==> src/design/csc_pkg.sv <==
package csc_pkg;

  typedef enum logic {
    OpEncode = 1'b0,
    OpDecode = 1'b1
  } op_e;

  localparam int unsigned NumStages = 6;

  localparam int unsigned SecsPerDay = 86400;
  localparam int unsigned SecsPerHour = 3600;
  localparam int unsigned SecsPerMin = 60;
  localparam int unsigned DaysPerYear = 365;
  localparam int unsigned DaysPerCycle = 1461;
  localparam int unsigned MaxYear = 99;

  // floor(x / d) = (x * recip) >> shift, exact over the value range used
  localparam logic [25:0] DayRecip = 26'd50903317;
  localparam int unsigned DayShift = 35;
  localparam logic [15:0] CycleRecip = 16'd45934;
  localparam int unsigned CycleShift = 26;
  localparam logic [17:0] MinRecip = 18'd139811;
  localparam int unsigned MinShift = 23;
  localparam logic [10:0] HourRecip = 11'd1093;
  localparam int unsigned HourShift = 16;

  // day count of 2100-03-01, where the missing leap day of 2100 is skipped
  localparam logic [15:0] Mar2100Day = 16'd36584;

  localparam logic [10:0] Year1Start = 11'd366;
  localparam logic [10:0] Year2Start = 11'd731;
  localparam logic [10:0] Year3Start = 11'd1096;

  function automatic logic [8:0] cum_days(input logic [3:0] m);
    logic [8:0] r;
    unique case (m)
      4'd1:    r = 9'd0;
      4'd2:    r = 9'd31;
      4'd3:    r = 9'd59;
      4'd4:    r = 9'd90;
      4'd5:    r = 9'd120;
      4'd6:    r = 9'd151;
      4'd7:    r = 9'd181;
      4'd8:    r = 9'd212;
      4'd9:    r = 9'd243;
      4'd10:   r = 9'd273;
      4'd11:   r = 9'd304;
      4'd12:   r = 9'd334;
      default: r = 9'd0;
    endcase
    return r;
  endfunction

  function automatic logic [4:0] month_len(input logic [3:0] m);
    logic [4:0] r;
    unique case (m)
      4'd2:                      r = 5'd28;
      4'd4, 4'd6, 4'd9, 4'd11:   r = 5'd30;
      default:                   r = 5'd31;
    endcase
    return r;
  endfunction

endpackage

==> src/design/calendar_seconds_converter.sv <==
// calendar_seconds_converter: date fields <-> seconds since 2000-01-01 00:00:00
// a request passes through a six stage pipeline to its result
// throughput: one request per cycle while out_stall_i is low; each stage holds while the stage after it is full
// and stalled, so bubbles are squeezed out before the input is stalled
// reset: rst_ni is asynchronous active low and clears only the stage valid bits
module calendar_seconds_converter
  import csc_pkg::*;
(
  input  logic        clk_i,
  input  logic        rst_ni,
  input  logic        in_valid_i,
  output logic        in_stall_o,
  input  logic        op_i,
  input  logic [7:0]  year_in_i,
  input  logic [7:0]  month_in_i,
  input  logic [7:0]  day_in_i,
  input  logic [7:0]  hour_in_i,
  input  logic [7:0]  minute_in_i,
  input  logic [7:0]  second_in_i,
  input  logic [31:0] seconds_in_i,
  output logic        out_valid_o,
  input  logic        out_stall_i,
  output logic [31:0] seconds_out_o,
  output logic [7:0]  year_out_o,
  output logic [3:0]  month_out_o,
  output logic [4:0]  day_out_o,
  output logic [4:0]  hour_out_o,
  output logic [5:0]  minute_out_o,
  output logic [5:0]  second_out_o,
  output logic        valid_res_o
);

  logic [NumStages:1] v_q, v_d, en;
  op_e                op_q [NumStages-1:1];

  // pipeline control
  always_comb begin
    en[NumStages] = !v_q[NumStages] || !out_stall_i;
    for (int k = NumStages - 1; k >= 1; k--) begin
      en[k] = !v_q[k] || en[k+1];
    end
    v_d[1] = en[1] ? in_valid_i : v_q[1];
    for (int k = 2; k <= NumStages; k++) begin
      v_d[k] = en[k] ? v_q[k-1] : v_q[k];
    end
  end

  always_ff @(posedge clk_i or negedge rst_ni) begin
    if (!rst_ni) begin
      v_q <= '0;
    end else begin
      v_q <= v_d;
    end
  end

  assign in_stall_o  = !en[1];
  assign out_valid_o = v_q[NumStages];

  always_ff @(posedge clk_i) begin
    if (en[1]) begin
      op_q[1] <= op_e'(op_i);
    end
    for (int k = 2; k <= NumStages - 1; k++) begin
      if (en[k]) begin
        op_q[k] <= op_q[k-1];
      end
    end
  end

  // encode stage 1: field check
  logic       e1_ok_d, e1_ok_q, e1_leap_d, e1_leap_q;
  logic [4:0] e1_mlen;
  logic [6:0] e1_year_q;
  logic [3:0] e1_month_q;
  logic [4:0] e1_day_q, e1_hour_q;
  logic [5:0] e1_min_q, e1_sec_q;

  always_comb begin
    e1_leap_d = (year_in_i[1:0] == 2'b00);
    e1_mlen   = month_len(month_in_i[3:0])
              + 5'((month_in_i == 8'd2) && e1_leap_d);
    e1_ok_d   = (second_in_i < 8'(SecsPerMin)) && (minute_in_i < 8'(SecsPerMin))
             && (hour_in_i < 8'd24) && (month_in_i >= 8'd1) && (month_in_i <= 8'd12)
             && (year_in_i <= 8'(MaxYear)) && (day_in_i >= 8'd1)
             && (day_in_i <= 8'(e1_mlen));
  end

  always_ff @(posedge clk_i) begin
    if (en[1]) begin
      e1_ok_q    <= e1_ok_d;
      e1_leap_q  <= e1_leap_d;
      e1_year_q  <= year_in_i[6:0];
      e1_month_q <= month_in_i[3:0];
      e1_day_q   <= day_in_i[4:0];
      e1_hour_q  <= hour_in_i[4:0];
      e1_min_q   <= minute_in_i[5:0];
      e1_sec_q   <= second_in_i[5:0];
    end
  end

  // encode stage 2: day count and time of day
  logic [15:0] e2_days_d, e2_days_q;
  logic [16:0] e2_tod_d, e2_tod_q;
  logic        e2_ok_q;

  always_comb begin
    e2_days_d = 16'(e1_year_q) * 16'(DaysPerYear)
              + 16'((8'(e1_year_q) + 8'd3) >> 2)
              + 16'(cum_days(e1_month_q))
              + 16'(e1_leap_q && (e1_month_q > 4'd2))
              + 16'(e1_day_q) - 16'd1;
    e2_tod_d  = 17'(e1_hour_q) * 17'(SecsPerHour)
              + 17'(e1_min_q) * 17'(SecsPerMin)
              + 17'(e1_sec_q);
  end

  always_ff @(posedge clk_i) begin
    if (en[2]) begin
      e2_days_q <= e2_days_d;
      e2_tod_q  <= e2_tod_d;
      e2_ok_q   <= e1_ok_q;
    end
  end

  // encode stage 3 and delay line
  logic [31:0] e_secs_q [NumStages-1:3];
  logic        e_ok_q   [NumStages-1:3];

  always_ff @(posedge clk_i) begin
    if (en[3]) begin
      e_secs_q[3] <= 32'(e2_days_q) * 32'(SecsPerDay) + 32'(e2_tod_q);
      e_ok_q[3]   <= e2_ok_q;
    end
    for (int k = 4; k <= NumStages - 1; k++) begin
      if (en[k]) begin
        e_secs_q[k] <= e_secs_q[k-1];
        e_ok_q[k]   <= e_ok_q[k-1];
      end
    end
  end

  // decode stage 1: days = seconds / 86400
  logic [50:0] d1_prod;
  logic [15:0] d1_days_q;
  logic [31:0] d1_secs_q;

  assign d1_prod = 51'(seconds_in_i[31:7]) * 51'(DayRecip);

  always_ff @(posedge clk_i) begin
    if (en[1]) begin
      d1_days_q <= d1_prod[DayShift+15:DayShift];
      d1_secs_q <= seconds_in_i;
    end
  end

  // decode stage 2: second of day, skip the leap day that 2100 lacks
  logic [31:0] d2_rem_full;
  logic [16:0] d2_rem_q;
  logic [15:0] d2_dadj_q;

  assign d2_rem_full = d1_secs_q - 32'(d1_days_q) * 32'(SecsPerDay);

  always_ff @(posedge clk_i) begin
    if (en[2]) begin
      d2_rem_q  <= d2_rem_full[16:0];
      d2_dadj_q <= d1_days_q + 16'(d1_days_q >= Mar2100Day);
    end
  end

  // decode stage 3: four-year cycles and minute of day
  logic [31:0] d3_cyc_prod;
  logic [34:0] d3_min_prod;
  logic [5:0]  d3_cyc_q;
  logic [10:0] d3_mt_q;
  logic [15:0] d3_dadj_q;
  logic [16:0] d3_rem_q;

  assign d3_cyc_prod = 32'(d2_dadj_q) * 32'(CycleRecip);
  assign d3_min_prod = 35'(d2_rem_q) * 35'(MinRecip);

  always_ff @(posedge clk_i) begin
    if (en[3]) begin
      d3_cyc_q  <= d3_cyc_prod[CycleShift+5:CycleShift];
      d3_mt_q   <= d3_min_prod[MinShift+10:MinShift];
      d3_dadj_q <= d2_dadj_q;
      d3_rem_q  <= d2_rem_q;
    end
  end

  // decode stage 4: day of cycle, second, hour
  logic [15:0] d4_r4_full;
  logic [16:0] d4_sec_full;
  logic [21:0] d4_hour_prod;
  logic [10:0] d4_r4_q, d4_mt_q;
  logic [5:0]  d4_sec_q, d4_cyc_q;
  logic [4:0]  d4_hour_q;

  assign d4_r4_full   = d3_dadj_q - 16'(d3_cyc_q) * 16'(DaysPerCycle);
  assign d4_sec_full  = d3_rem_q - 17'(d3_mt_q) * 17'(SecsPerMin);
  assign d4_hour_prod = 22'(d3_mt_q) * 22'(HourRecip);

  always_ff @(posedge clk_i) begin
    if (en[4]) begin
      d4_r4_q   <= d4_r4_full[10:0];
      d4_sec_q  <= d4_sec_full[5:0];
      d4_hour_q <= d4_hour_prod[HourShift+4:HourShift];
      d4_mt_q   <= d3_mt_q;
      d4_cyc_q  <= d3_cyc_q;
    end
  end

  // decode stage 5: year within cycle, day of year, minute
  logic [1:0]  d5_k;
  logic [10:0] d5_start;
  logic [10:0] d5_min_full;
  logic [8:0]  d5_doy_q;
  logic [7:0]  d5_year_q;
  logic        d5_leap_q;
  logic [4:0]  d5_hour_q;
  logic [5:0]  d5_min_q, d5_sec_q;

  always_comb begin
    priority if (d4_r4_q >= Year3Start) begin
      d5_k = 2'd3;
      d5_start = Year3Start;
    end else if (d4_r4_q >= Year2Start) begin
      d5_k = 2'd2;
      d5_start = Year2Start;
    end else if (d4_r4_q >= Year1Start) begin
      d5_k = 2'd1;
      d5_start = Year1Start;
    end else begin
      d5_k = 2'd0;
      d5_start = 11'd0;
    end
    d5_min_full = d4_mt_q - 11'(d4_hour_q) * 11'(SecsPerMin);
  end

  always_ff @(posedge clk_i) begin
    if (en[5]) begin
      d5_doy_q  <= 9'(d4_r4_q - d5_start);
      d5_year_q <= {d4_cyc_q, d5_k};
      d5_leap_q <= (d5_k == 2'd0);
      d5_hour_q <= d4_hour_q;
      d5_min_q  <= d5_min_full[5:0];
      d5_sec_q  <= d4_sec_q;
    end
  end

  // decode stage 6: month and day, then select result by op
  logic [3:0]  d6_month;
  logic [8:0]  d6_mstart;
  logic [8:0]  d6_day_full;

  always_comb begin
    d6_month = 4'd1;
    for (int m = 2; m <= 12; m++) begin
      if (d5_doy_q >= cum_days(4'(m)) + 9'(d5_leap_q && (m > 2))) begin
        d6_month = d6_month + 4'd1;
      end
    end
    d6_mstart   = cum_days(d6_month) + 9'(d5_leap_q && (d6_month > 4'd2));
    d6_day_full = d5_doy_q - d6_mstart + 9'd1;
  end

  always_ff @(posedge clk_i) begin
    if (en[NumStages]) begin
      if (op_q[NumStages-1] == OpEncode) begin
        seconds_out_o <= e_ok_q[NumStages-1] ? e_secs_q[NumStages-1] : '0;
        year_out_o    <= '0;
        month_out_o   <= '0;
        day_out_o     <= '0;
        hour_out_o    <= '0;
        minute_out_o  <= '0;
        second_out_o  <= '0;
        valid_res_o   <= e_ok_q[NumStages-1];
      end else begin
        seconds_out_o <= '0;
        year_out_o    <= d5_year_q;
        month_out_o   <= d6_month;
        day_out_o     <= d6_day_full[4:0];
        hour_out_o    <= d5_hour_q;
        minute_out_o  <= d5_min_q;
        second_out_o  <= d5_sec_q;
        valid_res_o   <= (d5_year_q <= 8'(MaxYear));
      end
    end
  end

endmodule

==> config.mk <==
export PLATFORM = sky130hd
export DESIGN_NAME = calendar_seconds_converter
export DESIGN_NICKNAME = d
export VERILOG_FILES = /design/src/design/csc_pkg.sv /design/src/design/calendar_seconds_converter.sv
export SDC_FILE = /design/constraint.sdc
export NUM_CORES = 2
export LEC_CHECK = 0
export BUFFER_PORTS_ARGS = -buffer_cell sky130_fd_sc_hd__buf_2
export CELL_PAD_IN_SITES_DETAIL_PLACEMENT = 1
export CELL_PAD_IN_SITES_GLOBAL_PLACEMENT = 1
export CORE_MARGIN = 4
export CORE_UTILIZATION = 46
export DETAILED_ROUTE_END_ITERATION = 16
export PLACE_DENSITY_LB_ADDON = 0.25
export SYNTH_ARGS = -nofsm -noshare
export SYNTH_HDL_FRONTEND = slang
export SYNTH_SLANG_ARGS = --single-unit
==> constraint.sdc <==
create_clock -name clk_i -period 23.6 [get_ports clk_i]
set_input_delay 1.18 -clock clk_i [delete_from_list [all_inputs] [get_ports clk_i]]
set_output_delay 1.18 -clock clk_i [all_outputs]
set_load 0.01 [all_outputs]
==> summary.md <==
| Metric | Value |
|---|---|
| Status | `finished, final reports clean` |
| Post-DP HPWL | `75.0 mm` |
| Main synth FF type | `edfxtp_1` |
| Fillcell total | `between 9000 and 10000` |
| YS warnings | `0` |
| Relative slew margins | `0.322` |
| Drt wl/cell | `17.6 um` |
| Row Count | `111` |
| Largest cells by area after synthesis | `edfxtp_1 (29%), ha_1 (26%), fa_1 (20%)` |
| Worst EP required | `24.05 ns` |
| Final worst clock skew | `0.0273 ns` |
| ANT nets after route | `0` |
| Die area | `97600 sq um` |
| #FFs+latches synth | `424` |
| RSZ-0062 raised after global routing | `false` |
| Max stage delay on crit path | `between 0.6 and 0.7 ns` |
| GPL Wtd Cong | `0.839` |
| Reg area | `12600 sq um` |
| Tcrit/Tclk final | `0.411` |
| Post-CTS setup repair buffer count | `0` |
| Gr usage total | `0.190` |
| Post-synthesis sequential area ratio | `0.296` |
| TritonCTS clock tree | `yes` |
| CTS H-Tree Depth | `2` |
| WP data arrival | `about 10 ns` |
| Fin nets | `5244` |
| DRC | `0` |
| Clk_lat worst skew | `0.62 ns` |
| Post-synth EDFFs | `roughly 410` |
| Synth cell count leaders | `ha_1 (896), inv_1 (826), fa_1 (434)` |
| Mean Syn Cell Area | `11.7 sq um` |
| Synthesized area | `42600 sq um` |
| Final wirelength | `89.8 mm` |
| ANT cells | `0` |
| Hold Crit Class | `input pin to async pin` |
| Crit-path max FO | `9` |
| Delay-heaviest family, CP | `adder cells` |
| Share of cells above drive strength 1 | `0.0740` |
| Yosys cell types | `just over 90` |
| Starting density of the core | `0.464` |
| Vias/cell | `about 5` |
| Post-CTS resize count | `0` |
| Setup crit start | `d5_leap_q$_DFFE_PP_` |
| Reg clk slew, reported paths | `approximately 0.070 ns` |
| Clk buf depth | `3` |
| Leading area contributor after synthesis | `edfxtp_1` |
| Mapped Cells | `3633` |
| Stages on worst setup path | `43` |
| CP endpoint kind | `register` |
| Hold_buf cts | `0` |
| Worst Path Class, Setup | `register to register` |
| Post-synth top area share | `0.288` |
| Core area | `91800 sq um` |
| Area delta synth->final | `9.39%` |
| Final setup viols | `0` |
| Crit-path slowest cell | `xnor2_1` |
| Reg-to-reg endpoint | `day_out_o[4]$_SDFFCE_PN0P_` |
| Top-count cell post-synth | `ha_1` |
| Reg2reg setup slack | `13.91 ns` |
| Crit Reg-Reg Startpoint | `d5_leap_q$_DFFE_PP_` |
| CP most frequent cell | `ha_1` |
| GR Overflow Total | `0` |
| Final slew viol count | `0` |
| Post-synthesis async set-or-reset flop share | `0.0142` |
| Die width | `312 um` |
| Setup_tns | `0 ns` |
| CTS root buf | `clkbuf_16` |
| Max Cap Viol | `0` |
| FF-to-FF path depth | `43` |
| Top-Level Pins | `between 150 and 200` |
| Worst setup path end | `day_out_o[4]$_SDFFCE_PN0P_` |
| Total CTS buffers | `slightly above 50` |
| Tightest Pin Transition | `1.02 ns` |
| Hold Vio Cnt, Final | `0` |
| Crit start category | `register` |
| Vias in the first global route | `about 29000` |
| Initial DRC Count | `819` |
| Die Y | `roughly 310 um` |
| First-pass GRT wire length | `149 mm` |
| Buffers & Inverters on Critical Path | `4` |
| Multi-input gate area | `between 20000 and 30000 sq um` |
| Clock sink count | `424` |
| First-pass iteration count of the detailed router | `5` |
| Largest net degree at the start of global routing | `69` |
| Fmax | `103 MHz` |
| Antenna violations before repair | `1` |
| # port buffers | `153` |
| Mapped Nets | `5048` |
| Minimum clock period | `a little under 10 ns` |
| Vias | `roughly 26000` |
-- per-layer routing --
| metal | vias up | share of wire | global-route usage |
|---|---|---|---|
| li1 | 12500 | - | - |
| met1 | 12700 | 0.47 | 0.255 |
| met2 | 252 | 0.49 | 0.333 |
| met3 | 98 | 0.026 | 0.0223 |
| met4 | 0 | 0.019 | 0.0397 |
| met5 | - | 0 | 0 |
-- final cells by class --
type / instances / area share
tap: 1243 / 0.0333
timing repair buffer: 159 / 0.0174
multi-input combinational: 2367 / 0.576
sequential: 424 / 0.270
clock inverter: 29 / 0.00730
inverter: 826 / 0.0665
clock buffer: 62 / 0.0291
-- cells by family after synthesis --
group	Yosys count	synth area share
AO/OA/AOI/OAI	385	0.0600
buffers and inverters	842	0.0751
adder cells (fa/ha/maj)	1330	0.467
multiplexers	10	0.00241
AND/OR/NAND/NOR	413	0.0509
XOR/XNOR	229	0.0491
flip-flops	424	0.296
-- state kept, by name, summed over array words and instances (netlist names), 9 cells and up, named ones only --
register / cells
e_secs_q: 96
seconds_out_o: 32
d1_secs_q: 17
d2_rem_q: 17
e2_tod_q: 17
d1_days_q: 16
d2_dadj_q: 16
e2_days_q: 16
d3_dadj_q: 11
d3_mt_q: 11
d4_r4_q: 11
d5_doy_q: 9
-- how the worst min path moves through the flow --
| stage | startpoint | endpoint | slack [ns] | cells past startpoint |
|---|---|---|---|---|
| after global placement | e_secs_q[4][6]$_DFFE_PP_ | e_secs_q[5][6]$_DFFE_PP_ | 0.40 | 0 |
| after floorplan | d1_secs_q[0]$_DFFE_PN_ | d2_rem_q[0]$_DFFE_PP_ | 0.40 | 0 |
| after detailed placement | e_secs_q[3][2]$_DFFE_PP_ | e_secs_q[4][2]$_DFFE_PP_ | 0.41 | 0 |
| after global routing | rst_ni | v_q[1]$_DFFE_PN0N_ | 0.36 | 1 |
| final | rst_ni | v_q[1]$_DFFE_PN0N_ | 0.39 | 1 |
| after CTS | rst_ni | v_q[1]$_DFFE_PN0N_ | 0.35 | 1 |
-- metrics by stage --
stage	hold WS, ns	setup slack [ns]	instances	instance area (sq um)	util
6_report	0.388	13.91	5110	46600	0.508
2_1_floorplan	0.400	15.19	3633	42600	-
4_1_cts	0.345	13.95	5110	46600	0.508
5_1_grt	0.358	13.18	5110	46600	0.508
3_5_place_dp	0.406	14.03	5019	44900	0.490
3_3_place_gp	0.400	14.31	5019	44900	0.490
-- placed cells by master, fill, tap and decap left out, types with 53 or more instances in the layout --
master	netlist	routed
nand2_1	88	85
ha_1	896	896
nor2_1	81	81
xor2_1	62	62
and2_1	68	68
a21o_1	61	61
xnor2_1	160	160
buf_2	3	153
inv_1	826	824
o21ai_0	53	53
edfxtp_1	409	409
fa_1	434	434
a21oi_1	117	117
Power is left out: the tool's default activity adds up to more than one toggle a clock period on the data nets, which glitch-free logic cannot reach.
